--- src/rtl/sacl_ram.sv ---
// ----------------------------------------------------------------------------
// sacl_ram
// Generic single-port-write, single-port-read synchronous RAM with a
// registered read.
// ----------------------------------------------------------------------------
module sacl_ram #(
  parameter int WIDTH = 8,
  parameter int DEPTH = 64
) (
  input  logic                     clk,
  input  logic                     we,
  input  logic [$clog2(DEPTH)-1:0] waddr,
  input  logic [WIDTH-1:0]         wdata,
  input  logic                     re,
  input  logic [$clog2(DEPTH)-1:0] raddr,
  output logic [WIDTH-1:0]         rdata
);

  logic [WIDTH-1:0] mem [DEPTH];

  always_ff @(posedge clk) begin
    if (we) begin
      mem[waddr] <= wdata;
    end
    if (re) begin
      rdata <= mem[raddr];
    end
  end

endmodule

--- config.mk ---
export PLATFORM = sky130hd
export DESIGN_NAME = sacl_ram
export DESIGN_NICKNAME = d
export VERILOG_FILES = /design/src/rtl/sacl_ram.sv
export SDC_FILE = /design/constraint.sdc
export NUM_CORES = 1
export LEC_CHECK = 0
export ABC_AREA = 1
export BUFFER_PORTS_ARGS = -buffer_cell sky130_fd_sc_hd__buf_4
export CAP_MARGIN = 20
export CORE_MARGIN = 4
export CORE_UTILIZATION = 39
export DETAILED_ROUTE_END_ITERATION = 8
export HOLD_SLACK_MARGIN = 0.02
export PLACE_DENSITY = 0.51
export SYNTH_ARGS = -nofsm -noshare
export SYNTH_HDL_FRONTEND = slang
export SYNTH_SLANG_ARGS = --single-unit
--- constraint.sdc ---
create_clock -name clk -period 3.4 [get_ports clk]
set_clock_uncertainty 0.2 [all_clocks]
set_input_delay 0.68 -clock clk [delete_from_list [all_inputs] [get_ports clk]]
set_output_delay 0.68 -clock clk [all_outputs]
set_load 0.01 [all_outputs]
[Word level (Yosys, flattened, before mapping)]
Memory sizes are Yosys's and may differ from the RTL's. A register that Yosys moved wholly into a read port is not among the register bits.
Cells that the tools add are included.
Cells by class
  multiplexer cells: 2
Operators with widths (count)
  1-bit 2-to-1 mux: 2
Word-level totals
  memories kept: 1
  RAM bits: 512
  register bits: 0
  input port bits: 23
  word-level logic and storage cells: 3
  output and inout bits: 8
Memory list
  mem: words 64, width 8, rd ports 1, clocked after Yosys merged registers in 1, wr ports 1, RTL line 19  | logic [WIDTH-1:0] mem [DEPTH];

[Logic depth before layout (Yosys ltp)]
  depth after elaboration: 2
  depth in mapped cells: 12
  gate-level depth less buffers: 9

[Least setup slack after synthesis]
OpenSTA, ideal clock, no wires.
  path kind: input port to flip-flop
  start point: input port we
  end point: memory mem[48][0] (enable)
  setup slack: 0.754 ns
  setup time: 0.395 ns
  data required time: 2.805 ns
  stages on the path: 3
  arrival: 2.051 ns
  buffers on the path: 1
  path through: clkbuf_1 > nand4_1 > nor4_1
Between the ends
  longest elaborated chain between the ends: 2
Ends and longest elaborated chain
  from (decl): RTL line 11  | input logic we,
  1-bit 2-to-1 mux: RTL line 22  | if (we) begin
  1-bit 2-to-1 mux (implied by the code): RTL line 23  | mem[waddr] <= wdata;
  to (decl): RTL line 19
Every way passes these cells.

==> flow_metrics.env <==
export IMPL_status="complete, no violations"
export IMPL_ios=31
export IMPL_r2r_cells=8
export IMPL_cts_buffer_depth=3
export IMPL_start_util_pct=39.6
export IMPL_clock_root_buffer="clkbuf_16"
export IMPL_tightestPinTransition_ns=0.887
export IMPL_fp_row_count=85
export IMPL_synth_compound_area_share_pct=0
export IMPL_worst_slack_ns=1.10
export IMPL_critPathCaptureType="register"
export IMPL_swShare_pct=22.7
export IMPL_final_cell_count_no_fill=2607
export IMPL_firstDrtPassIters=6
export IMPL_netlist_area_leader_share_pct=72.9
export IMPL_grt_pass1_wl_um=86900
export IMPL_rsz0062_at_grt="false"
export IMPL_vias=13800
export IMPL_clkTransAtPathRegs_ns=0.06
export IMPL_p_int_mw=10.6
export IMPL_final_cell_mix="nand2_1, edfxtp_1, nand3_1"
export IMPL_cpPeakStageDelay_ns=0.32
export IMPL_critical_path_most_common_cell="nand3_1"
export IMPL_drt_iter0_markers=1188
export IMPL_power_frac_seq_pct=52.2
export IMPL_maxSlewViolCount=0
export IMPL_tritoncts="yes"
export IMPL_power_net_switching_mw=3.11
export IMPL_synth_area_leaders="edfxtp_1, nand2_1, nand3_1"
export IMPL_synth_xor_area_share_pct=0
export IMPL_drt_wl_total_um=58400
export IMPL_drc=0
export IMPL_arrival_ns=2.46
export IMPL_peakVddDrop_uv=406
export IMPL_max_freq_mhz=435
export IMPL_dieArea_um2=58700
export IMPL_yosysSeqAreaShare_pct=72.9
export IMPL_crit_path_start="raddr[1]"
export IMPL_final_common_cell="nand2_1"
export IMPL_grtUsageTotal_pct=19.5
export IMPL_post_route_util_pct=44.7
export IMPL_maxSlewHeadroom_pct=40.9
export IMPL_fp_dieH_um=242
export IMPL_cp_endpoint="rdata[5]"
export IMPL_cp_slowest_cell="buf_12"
export IMPL_cts_made_buffers=55
export IMPL_portBuffers=30
export IMPL_start_kind="input port"
export IMPL_hold_ws_ns=0.215
export IMPL_p_leak_nw=8.73
export IMPL_fin_area_um2=24200
export IMPL_synth_distinct_cells=15
export IMPL_antenna_found_initial=1
export IMPL_hpwl_um=33200
export IMPL_pre_cts_ws_ns=0.561
export IMPL_synthToLayoutAreaGrowth_pct=12.9
export IMPL_pwr_share_clk_pct=41.3
export IMPL_totalPowerFinal_mw=13.7
export IMPL_combPwrFrac_pct=6.4
export IMPL_h_tree_depth=2
export IMPL_worstPathCellList="buf_4, inv_4, buf_12, nand3_1, nand3_1, nand2_1, nand2_1, nand3_1, nand3_1, nand2_1"
export IMPL_post_cts_resized=0
export IMPL_avgSynthCellArea_um2=11.9
export IMPL_worstSkewPairLatency_ns=0.62
export IMPL_placed_cells=2505
export IMPL_min_period_ns=2.30
export IMPL_grt_pass1_vias=13400
export IMPL_required_ns=3.56
export IMPL_fin_crit_sh_pct=67.7
export IMPL_synth_area_leader_cell="edfxtp_1"
export IMPL_yosys_warnings=0
export IMPL_yosys_register_bits=520
export IMPL_powerDensity_nw_per_um2=565
export IMPL_critical_path_class="input port to register"
export IMPL_clkSinkCount=520
export IMPL_grt_max_degree=152
export IMPL_postCtsSetupRepairBufs=0
export IMPL_fillers=4948
export IMPL_yosys_area_share_simple_pct=23.1
export IMPL_grt_remaining_overflow=0
export IMPL_worstHoldPathCells=1
export IMPL_rr_startpoint="mem[5][5]"
export IMPL_core_um2=54100
export IMPL_layout_drive_gt1_share_pct=9.99
export IMPL_synth_area_mux_share_pct=0
export IMPL_wire_per_inst_um=22.4
export IMPL_cts_hold_buffers=0
export IMPL_viasPerCell=5.30
export IMPL_worstPathMaxFanout=80
export IMPL_hold_path_class="input port to register"
export IMPL_finalHoldViolations=0
export IMPL_regToRegEndpoint="rdata[5]"
export IMPL_drv_cap=0
export IMPL_place_area_um2=22500
export IMPL_setup_viol=0
export IMPL_synthAdderAreaFrac_pct=0
export IMPL_synth_top_family_by_area="simple AND/OR/NAND/NOR gates"
export IMPL_syn_nets=1828
export IMPL_gp_congestion=0.865
export IMPL_ff2ff_setup_slack_ns=1.60
export IMPL_fin_tns_setup_ns=0
export IMPL_die_w_um=242
export IMPL_ant_nets=0
export IMPL_syn_inst=1805
export IMPL_syn_area_um2=21400
export IMPL_num_nets_final=1889
export IMPL_num_antenna_cells=0
==> final cells by class <==
cell class	instances	area, um^2	share of cell area, %
Clock buffer	68	1450	5.98
Sequential cell	520	15600	64.6
Timing Repair Buffer	117	1010	4.18
Tap cell	696	871	3.60
Multi-Input combinational cell	1160	4950	20.5
Inverter	12	52.6	0.217
Clock inverter	34	239	0.988
==> registers in the layout, indices dropped and copies added (netlist names) <==
| name | cells |
|---|---|
| mem | 512 |
| rdata | 8 |
==> metal layers <==
metal | track usage (%) | vias up | wire, um
met4 | 4.97 | 0 | 1450
met2 | 30.0 | 485 | 26100
li1 | - | 6485 | -
met5 | 0 | - | 0
met3 | 4.85 | 93 | 4830
met1 | 28.1 | 6754 | 26000
==> Yosys cell counts <==
cell type and instances:
nand3_1 439, edfxtp_1 520, inv_1 10, buf_1 10
nor2_1 56, buf_4 14, buf_2 37, inv_6 1
buf_6 35, inv_2 1, nor4_1 8, nand2_1 648
buf_8 2, clkbuf_1 15, nand4_1 9
==> worst min-delay path by stage <==
stage / startpoint / endpoint / slack [ns]
floorplan: wdata[0] / mem[0][0] / 0.58
global placement: mem[42][6] / rdata[6] / 0.67
detailed placement: mem[42][6] / rdata[6] / 0.68
CTS: re / rdata[3] / 0.16
global route: re / rdata[3] / 0.17
finish: re / rdata[3] / 0.22
==> power by group through the flow <==
stage          Combinational, mW  Sequential (mW)  Clock, mW
2_1_floorplan              0.499             7.26          0
3_3_place_gp               0.877             7.28          0
3_5_place_dp               0.877             7.28          0
4_1_cts                    0.879             7.14       5.79
5_1_grt                    0.955             7.14       6.06
6_report                   0.876             7.14       5.65
==> kinds of logic (layout without fill, tap and decap cells) <==
| family | count (synthesis) | in the layout |
|---|---|---|
| flops | 520 | 520 |
| simple gates | 1160 | 1160 |
| buf+inv | 125 | 231 |
==> critical path, delay by kind of cell <==
kind                   cells  cell delay [ns]
buffers and inverters      3             0.66
and+or+nand+nor            7             0.99
Note: power is estimated with default switching activity, not from simulation.
