**src/rtl/sacl_pkg.sv**
```systemverilog
// ----------------------------------------------------------------------------
// sacl_pkg
// Shared types and codes for the set-associative cache simulator with LRU
// replacement.
// ----------------------------------------------------------------------------
package sacl_pkg;

  typedef enum logic [1:0] {
    CMD_INSTR  = 2'd0,
    CMD_LOAD   = 2'd1,
    CMD_STORE  = 2'd2,
    CMD_MODIFY = 2'd3
  } sacl_cmd_t;

  localparam logic [1:0] CFG_SET_BITS    = 2'd0;
  localparam logic [1:0] CFG_BLOCK_BITS  = 2'd1;
  localparam logic [1:0] CFG_WAYS_IN_USE = 2'd2;

  typedef struct packed {
    logic hit;
    logic fill;
    logic evict;
  } sacl_outcome_t;

endpackage

```
**src/rtl/sacl_way_sel.sv**
```systemverilog
// ----------------------------------------------------------------------------
// sacl_way_sel
// Looks up one set row: finds a hit, a free way or the LRU victim, and
// builds the updated valid bits, tags and age ranks of the row.
// ----------------------------------------------------------------------------
module sacl_way_sel
  import sacl_pkg::*;
#(
  parameter int WAYS   = 4,
  parameter int TAG_W  = 30,
  parameter int WI_W   = (WAYS > 1) ? $clog2(WAYS) : 1,
  parameter int WN_W   = $clog2(WAYS + 1)
) (
  input  logic [WN_W-1:0]             n,
  input  logic [WAYS-1:0]             valid_row,
  input  logic [WAYS-1:0][TAG_W-1:0]  tag_row,
  input  logic [WAYS-1:0][WI_W-1:0]   rank_row,
  input  logic [TAG_W-1:0]            tag,
  output sacl_outcome_t               outcome,
  output logic [WAYS-1:0]             valid_new,
  output logic [WAYS-1:0][TAG_W-1:0]  tag_new,
  output logic [WAYS-1:0][WI_W-1:0]   rank_new
);

  localparam logic [WI_W-1:0] RANK_MAX = WI_W'(WAYS - 1);

  logic [WAYS-1:0] used;
  logic [WAYS-1:0] hit_vec;
  logic [WAYS-1:0] free_vec;
  logic [WI_W-1:0] hit_way;
  logic [WI_W-1:0] free_way;
  logic [WI_W-1:0] victim;
  logic [WI_W-1:0] best;
  logic            found;
  logic [WI_W-1:0] sel;
  logic [WI_W-1:0] sel_rank;

  always_comb begin
    for (int i = 0; i < WAYS; i++) begin
      used[i]     = WN_W'(i) < n;
      hit_vec[i]  = used[i] & valid_row[i] & (tag_row[i] == tag);
      free_vec[i] = used[i] & ~valid_row[i];
    end
    hit_way  = '0;
    free_way = '0;
    for (int i = WAYS - 1; i >= 0; i--) begin
      if (hit_vec[i]) begin
        hit_way = WI_W'(i);
      end
      if (free_vec[i]) begin
        free_way = WI_W'(i);
      end
    end
    victim = '0;
    best   = '0;
    found  = 1'b0;
    for (int i = 0; i < WAYS; i++) begin
      if (used[i] && (!found || rank_row[i] > best)) begin
        best   = rank_row[i];
        victim = WI_W'(i);
        found  = 1'b1;
      end
    end
    outcome.hit   = |hit_vec;
    outcome.fill  = ~outcome.hit & (|free_vec);
    outcome.evict = ~outcome.hit & ~outcome.fill;
    sel = outcome.hit ? hit_way : (outcome.fill ? free_way : victim);
    sel_rank = rank_row[sel];
    for (int i = 0; i < WAYS; i++) begin
      valid_new[i] = valid_row[i] | (WI_W'(i) == sel);
      tag_new[i]   = (WI_W'(i) == sel) ? tag : tag_row[i];
      if (WI_W'(i) == sel) begin
        rank_new[i] = '0;
      end else if (used[i] && valid_row[i] && (outcome.fill || rank_row[i] < sel_rank)
                   && rank_row[i] < RANK_MAX) begin
        rank_new[i] = rank_row[i] + 1'b1;
      end else begin
        rank_new[i] = rank_row[i];
      end
    end
  end

endmodule

```
**config.mk**
```make
export PLATFORM = sky130hd
export DESIGN_NAME = sacl_way_sel
export DESIGN_NICKNAME = d
export VERILOG_FILES = /design/src/rtl/sacl_pkg.sv /design/src/rtl/sacl_way_sel.sv
export SDC_FILE = /design/constraint.sdc
export NUM_CORES = 1
export LEC_CHECK = 0
export BUFFER_PORTS_ARGS = -buffer_cell sky130_fd_sc_hd__buf_2
export CAP_MARGIN = 20
export CORE_AREA = 2 2 117 119
export DETAILED_ROUTE_END_ITERATION = 8
export DIE_AREA = 0 0 119 121
export GPL_TIMING_DRIVEN = 0
export SLEW_MARGIN = 20
export SYNTH_ARGS = -nofsm -noshare
export SYNTH_HDL_FRONTEND = slang
export SYNTH_SLANG_ARGS = --single-unit
```
**constraint.sdc**
```tcl
create_clock -name vclk -period 6.63
set_clock_uncertainty 0.1 [all_clocks]
set_input_delay 0.663 -clock vclk [all_inputs]
set_output_delay 0.663 -clock vclk [all_outputs]
set_load 0.005 [all_outputs]
```
=== Word-level counts from Yosys, hierarchy flattened ===
Index checks and enable logic that the tools add are counted.

* Input bits: 165
* Register bits: 0
* Output and inout port bits: 135
* Word-level logic and storage cells: 112

* Magnitude comparators: 16
* Bitwise logic cells: 24
* Reductions and logical operators: 28
* Equality and inequality tests: 7
* Add/subtract/negate cells: 4
* Mux-type cells: 33

{| class="wikitable"
|+ Operator list
! operator !! number
|-
| $eq 30x30->1 || 4
|-
| $mux 30 || 4
|-
| $mux 2 || 24
|-
| $logic_and 1x1->1 || 15
|-
| $and 1x1->1 || 14
|-
| $add 2x1->2 const B || 4
|-
| $lt 2x2->1 || 4
|-
| $lt 2x2->1 const B || 4
|-
| $reduce_or 4->1 || 2
|-
| $logic_or 1x1->1 || 7
|-
| $gt 2x2->1 || 3
|-
| $lt 1x3->1 const A || 2
|-
| $lt 2x3->1 const A || 2
|-
| $not 1->1 || 6
|-
| $bmux 2 s2 || 1
|-
| $eq 2x2->1 const A || 2
|-
| $mux 1 || 4
|-
| $or 1x1->1 || 4
|-
| $logic_not 1->1 || 3
|-
| $lt 2x3->1 const B || 1
|-
| $eq 1x2->1 const A || 1
|-
| $logic_not 2->1 || 1
|}

=== Logic depth before layout (Yosys ltp) ===
* Word-level depth: 24
* Gate-level depth with buffers: 26
* Depth with buffers taken out: 23

=== Least setup slack after synthesis ===
OpenSTA, ideal clock, no wires.

* Path kind: in2out
* Start: input port n[2]
* End: output port tag_new[32] (netlist bit)
* Buffers on the path: 2
* Cell stages on the path: 20
* Arrival: 5.364 ns
* Slack: 0.503 ns
* Required time: 5.867 ns
* Cells stage by stage: buf_2 nor3_1 nand2b_1 ha_1 nor2b_1 o221ai_1 mux2_2 ha_1 nor2b_1 o211ai_1 mux2_2 ha_1 nand2_1 o211ai_1 o221a_2 a21boi_1 nor2_1 nor3_1 buf_2 mux2_2

{| class="wikitable"
|+ RTL lines
! item !! RTL line !! RTL
|-
| start, declared || sacl_way_sel.sv:14 || <nowiki>input logic [WN_W-1:0] n,</nowiki>
|-
| end, declared || sacl_way_sel.sv:21 || <nowiki>output logic [WAYS-1:0][TAG_W-1:0] tag_new,</nowiki>
|}

==> impl_metrics.py <==
metrics = {
    "status": {
        "status": "finished, final reports clean",
    },
    "power": {
        "cellPowerDensity_nw_per_um2": 105,
        "seq_power_share_pct": 0,
        "power.leakage_uw": 0.00264,
        "power.total_uw": 620,
        "power.switching_fraction_pct": 50.4,
        "ir_worst_vdd_uv": 46.4,
        "pwr-share-clk_pct": 0,
        "internal_power_uw": 307,
        "pwr-share-comb_pct": 100.0,
        "net-switching-power_uw": 312,
    },
    "finish": {
        "flops_and_latches": 0,
        "fin_area_um2": 5910,
        "regArea_um2": 0,
        "final_layout_size_suffix_gt1_share_pct": 59.8,
        "num-clock-buffers": 0,
        "commonest_non_fill_non_tap_cells_in_the_layout": "sky130_fd_sc_hd__buf_2 (280), sky130_fd_sc_hd__mux2_2 (122), sky130_fd_sc_hd__xnor2_1 (71), sky130_fd_sc_hd__xor2_1 (43), sky130_fd_sc_hd__nand4_1 (33)",
        "leading_cell_type_in_the_layout_fill_and_taps_excluded": "sky130_fd_sc_hd__buf_2",
        "finalNetCount": 955,
        "syn_to_final_growth_pct": 44.0,
    },
    "yosys": {
        "yosys.area_share.xor_xnor_pct": 27.1,
        "combinational_family_with_the_most_area_after_synthesis": "multiplexers",
        "synth_area_in_adders_pct": 4.03,
        "mappedNetlistArea_um2": 4100,
        "synth_simple_gate_area_share_pct": 19.0,
        "yosys.cell_types.count": 53,
        "synth.yosys.seq_area_share_pct": 0,
        "synthesis.nets": 675,
        "synth_compound_gate_area_share_pct": 8.48,
        "post_synth.cell_area_avg_um2": 8.20,
        "yosysWarnings": 0,
        "muxShareOfSynthArea_pct": 34.0,
        "syn_inst": 500,
    },
    "min_path": {
        "min_from": "valid_row[3]",
        "worst_hold_path_type": "input port to primary output",
    },
    "worst_setup_path": {
        "critPathBufInv": 4,
        "timing_worst_setup_path_type": "input port to primary output",
        "crit_path_end_kind": "primary output",
        "timing.critical_path.arrival_ps": 5660,
        "worstSetupPathDepth": 26,
        "required_time_worst_endpoint_ps": 5870,
        "crit_path_max_incr_delay_ps": 390,
        "worst-path-max-fanout": 7,
        "worstSetupStartpoint": "n[1]",
        "cp-start-kind": "input port",
        "cpMaxStageDelayCell": "sky130_fd_sc_hd__mux2_2",
        "critPathCapture": "rank_new[5]",
        "timing.critical_path.max_delay_family": "simple AND/OR/NAND/NOR gates",
    },
    "global_routing": {
        "antenna_violations_before_repair": 7,
        "gr-usage-all-layers_pct": 26.4,
        "grt_overflow": 0,
        "via_count_of_the_first_global_routing_pass": 4885,
        "grt_pass1_wl_um": 28900,
        "largest_net_degree_at_the_start_of_global_routing": 11,
    },
    "timing": {
        "final_number_of_hold_violating_endpoints": 0,
        "worstMarginPinSlew_ps": 781,
        "final-setup-viol-count": 0,
        "fmax_ghz": 0.156,
        "min_period_over_period_pct": 96.8,
        "slew_headroom_pct": 47.4,
        "hold_slack_ps": 1530,
        "period_needed_ps": 6420,
        "timing_max_transition_violations_final": 0,
    },
    "placed_design": {
        "buffer_ports.inserted": 269,
        "placed_cell_area_um2": 5670,
        "dp.final_hpwl_um": 17100,
        "place.gp.congestion": 0.972,
    },
    "detailed_routing": {
        "remaining_drcs": 0,
        "routed_wirelength_normalized_by_instance_count_um": 21.6,
        "postRouteAntennaNets": 0,
        "routed-via-count": 5083,
        "drtIter0Drc": 284,
        "routed_wirelength_um": 20800,
        "post_drt_via_cell_ratio": 5.28,
        "drt_first_pass_iters": 4,
    },
    "floorplan": {
        "initial_utilization_pct": 31.3,
        "core_um2": 13100,
        "die_area_um2": 14400,
        "boundaryPins": 300,
        "die_width_um": 119,
        "placement_rows": 42,
        "die_h_um": 121,
    },
    "flow_run": {
        "maxCapViolations": 0,
    },
    "clock_network": {
        "cts_hold_buffers": 0,
    },
}
==> layer usage <==
metal	global-route usage [%]	share of wire, %
met5	0	0
met4	7.66	2.3
met3	2.58	6.0
met2	50.0	52
met1	31.4	39
==> area by class of cell <==
class              instances  area [um2]
fillers                 1405        7180
multi-input cells        441        3910
repair buffers           279        1420
plain buffers             47         290
well taps                176         220
inverters                 11        41.3
diodes                     9        22.5
==> per-stage QoR <==
step / std cells / TNS, ps / setup WS [ps] / util (%)
CTS: 945 / 0 / 3.44 / 43.8
finish: 963 / 0 / 211 / 45.1
global route: 961 / -33.6 / -33.6 / 45.1
detailed placement: 945 / -36360 / -619 / 43.3
floorplan: 500 / 0 / 503 / -
global placement: 945 / -34470 / -527 / 43.3
==> power groups by stage <==
stage | combinational [uW] | clock (uW) | sequential [uW]
detailed placement | 581 | 0 | 0
global route | 663 | 0.000141 | 0
global placement | 580 | 0 | 0
floorplan | 341 | 0 | 0
CTS | 593 | 0 | 0
finish | 620 | 0.000182 | 0
==> cell usage after synthesis, types with 2 or more instances <==
master / number / area (um2)
sky130_fd_sc_hd__nor2_1: 17 / 63.8
sky130_fd_sc_hd__clkbuf_1: 22 / 82.6
sky130_fd_sc_hd__o211ai_1: 3 / 22.5
sky130_fd_sc_hd__nand2_1: 18 / 67.6
sky130_fd_sc_hd__nand3b_1: 2 / 15.0
sky130_fd_sc_hd__buf_1: 3 / 11.3
sky130_fd_sc_hd__or3_1: 2 / 12.5
sky130_fd_sc_hd__a41o_1: 2 / 20.0
sky130_fd_sc_hd__and4_1: 2 / 17.5
sky130_fd_sc_hd__nand3_1: 5 / 25.0
sky130_fd_sc_hd__mux2i_1: 2 / 20.0
sky130_fd_sc_hd__ha_1: 10 / 125
sky130_fd_sc_hd__a31o_1: 2 / 17.5
sky130_fd_sc_hd__nand4_1: 33 / 206
sky130_fd_sc_hd__o21ai_1: 4 / 20.0
sky130_fd_sc_hd__xnor2_2: 7 / 114
sky130_fd_sc_hd__nor3_1: 12 / 60.1
sky130_fd_sc_hd__a21oi_1: 2 / 10.0
sky130_fd_sc_hd__a21bo_2: 2 / 20.0
sky130_fd_sc_hd__nor4_1: 20 / 125
sky130_fd_sc_hd__nand2b_1: 9 / 56.3
sky130_fd_sc_hd__buf_6: 7 / 78.8
sky130_fd_sc_hd__xnor2_1: 71 / 622
sky130_fd_sc_hd__or4_4: 2 / 22.5
sky130_fd_sc_hd__mux2_2: 122 / 1370
sky130_fd_sc_hd__a31oi_1: 2 / 12.5
sky130_fd_sc_hd__nor2b_1: 5 / 31.3
sky130_fd_sc_hd__or2_2: 3 / 18.8
sky130_fd_sc_hd__buf_4: 3 / 22.5
sky130_fd_sc_hd__o21ai_0: 7 / 35.0
sky130_fd_sc_hd__buf_2: 13 / 65.1
sky130_fd_sc_hd__maj3_1: 4 / 40.0
sky130_fd_sc_hd__a211oi_1: 8 / 60.1
sky130_fd_sc_hd__xor2_1: 43 / 377
sky130_fd_sc_hd__inv_1: 11 / 41.3
sky130_fd_sc_hd__o221ai_1: 3 / 26.3
==> repair_timing <==
action,in CTS,in global routing
setup buffers,0,9
pin swaps,1,6
setup endpoints to repair,110,118
resized for setup,26,16
cloned,0,1
==> how the worst min path moves through the flow <==
| stage | endpoint | slack (ps) | cells after the start |
|---|---|---|---|
| floorplan | rank_new[6] | 1280 | 1 |
| global placement | valid_new[3] | 1530 | 3 |
| detailed placement | valid_new[3] | 1540 | 3 |
| CTS | valid_new[3] | 1540 | 3 |
| global route | valid_new[1] | 1550 | 3 |
| finish | valid_new[3] | 1530 | 3 |
==> cell families after synthesis <==
family                   after synthesis
AO/OA/AOI/OAI                         46
multiplexers                         124
buffers and inverters                 59
XOR/XNOR                             121
AND/OR/NAND/NOR                      136
adder cells (fa/ha/maj)               14
No activity file was read; power rests on OpenSTA's default activity.
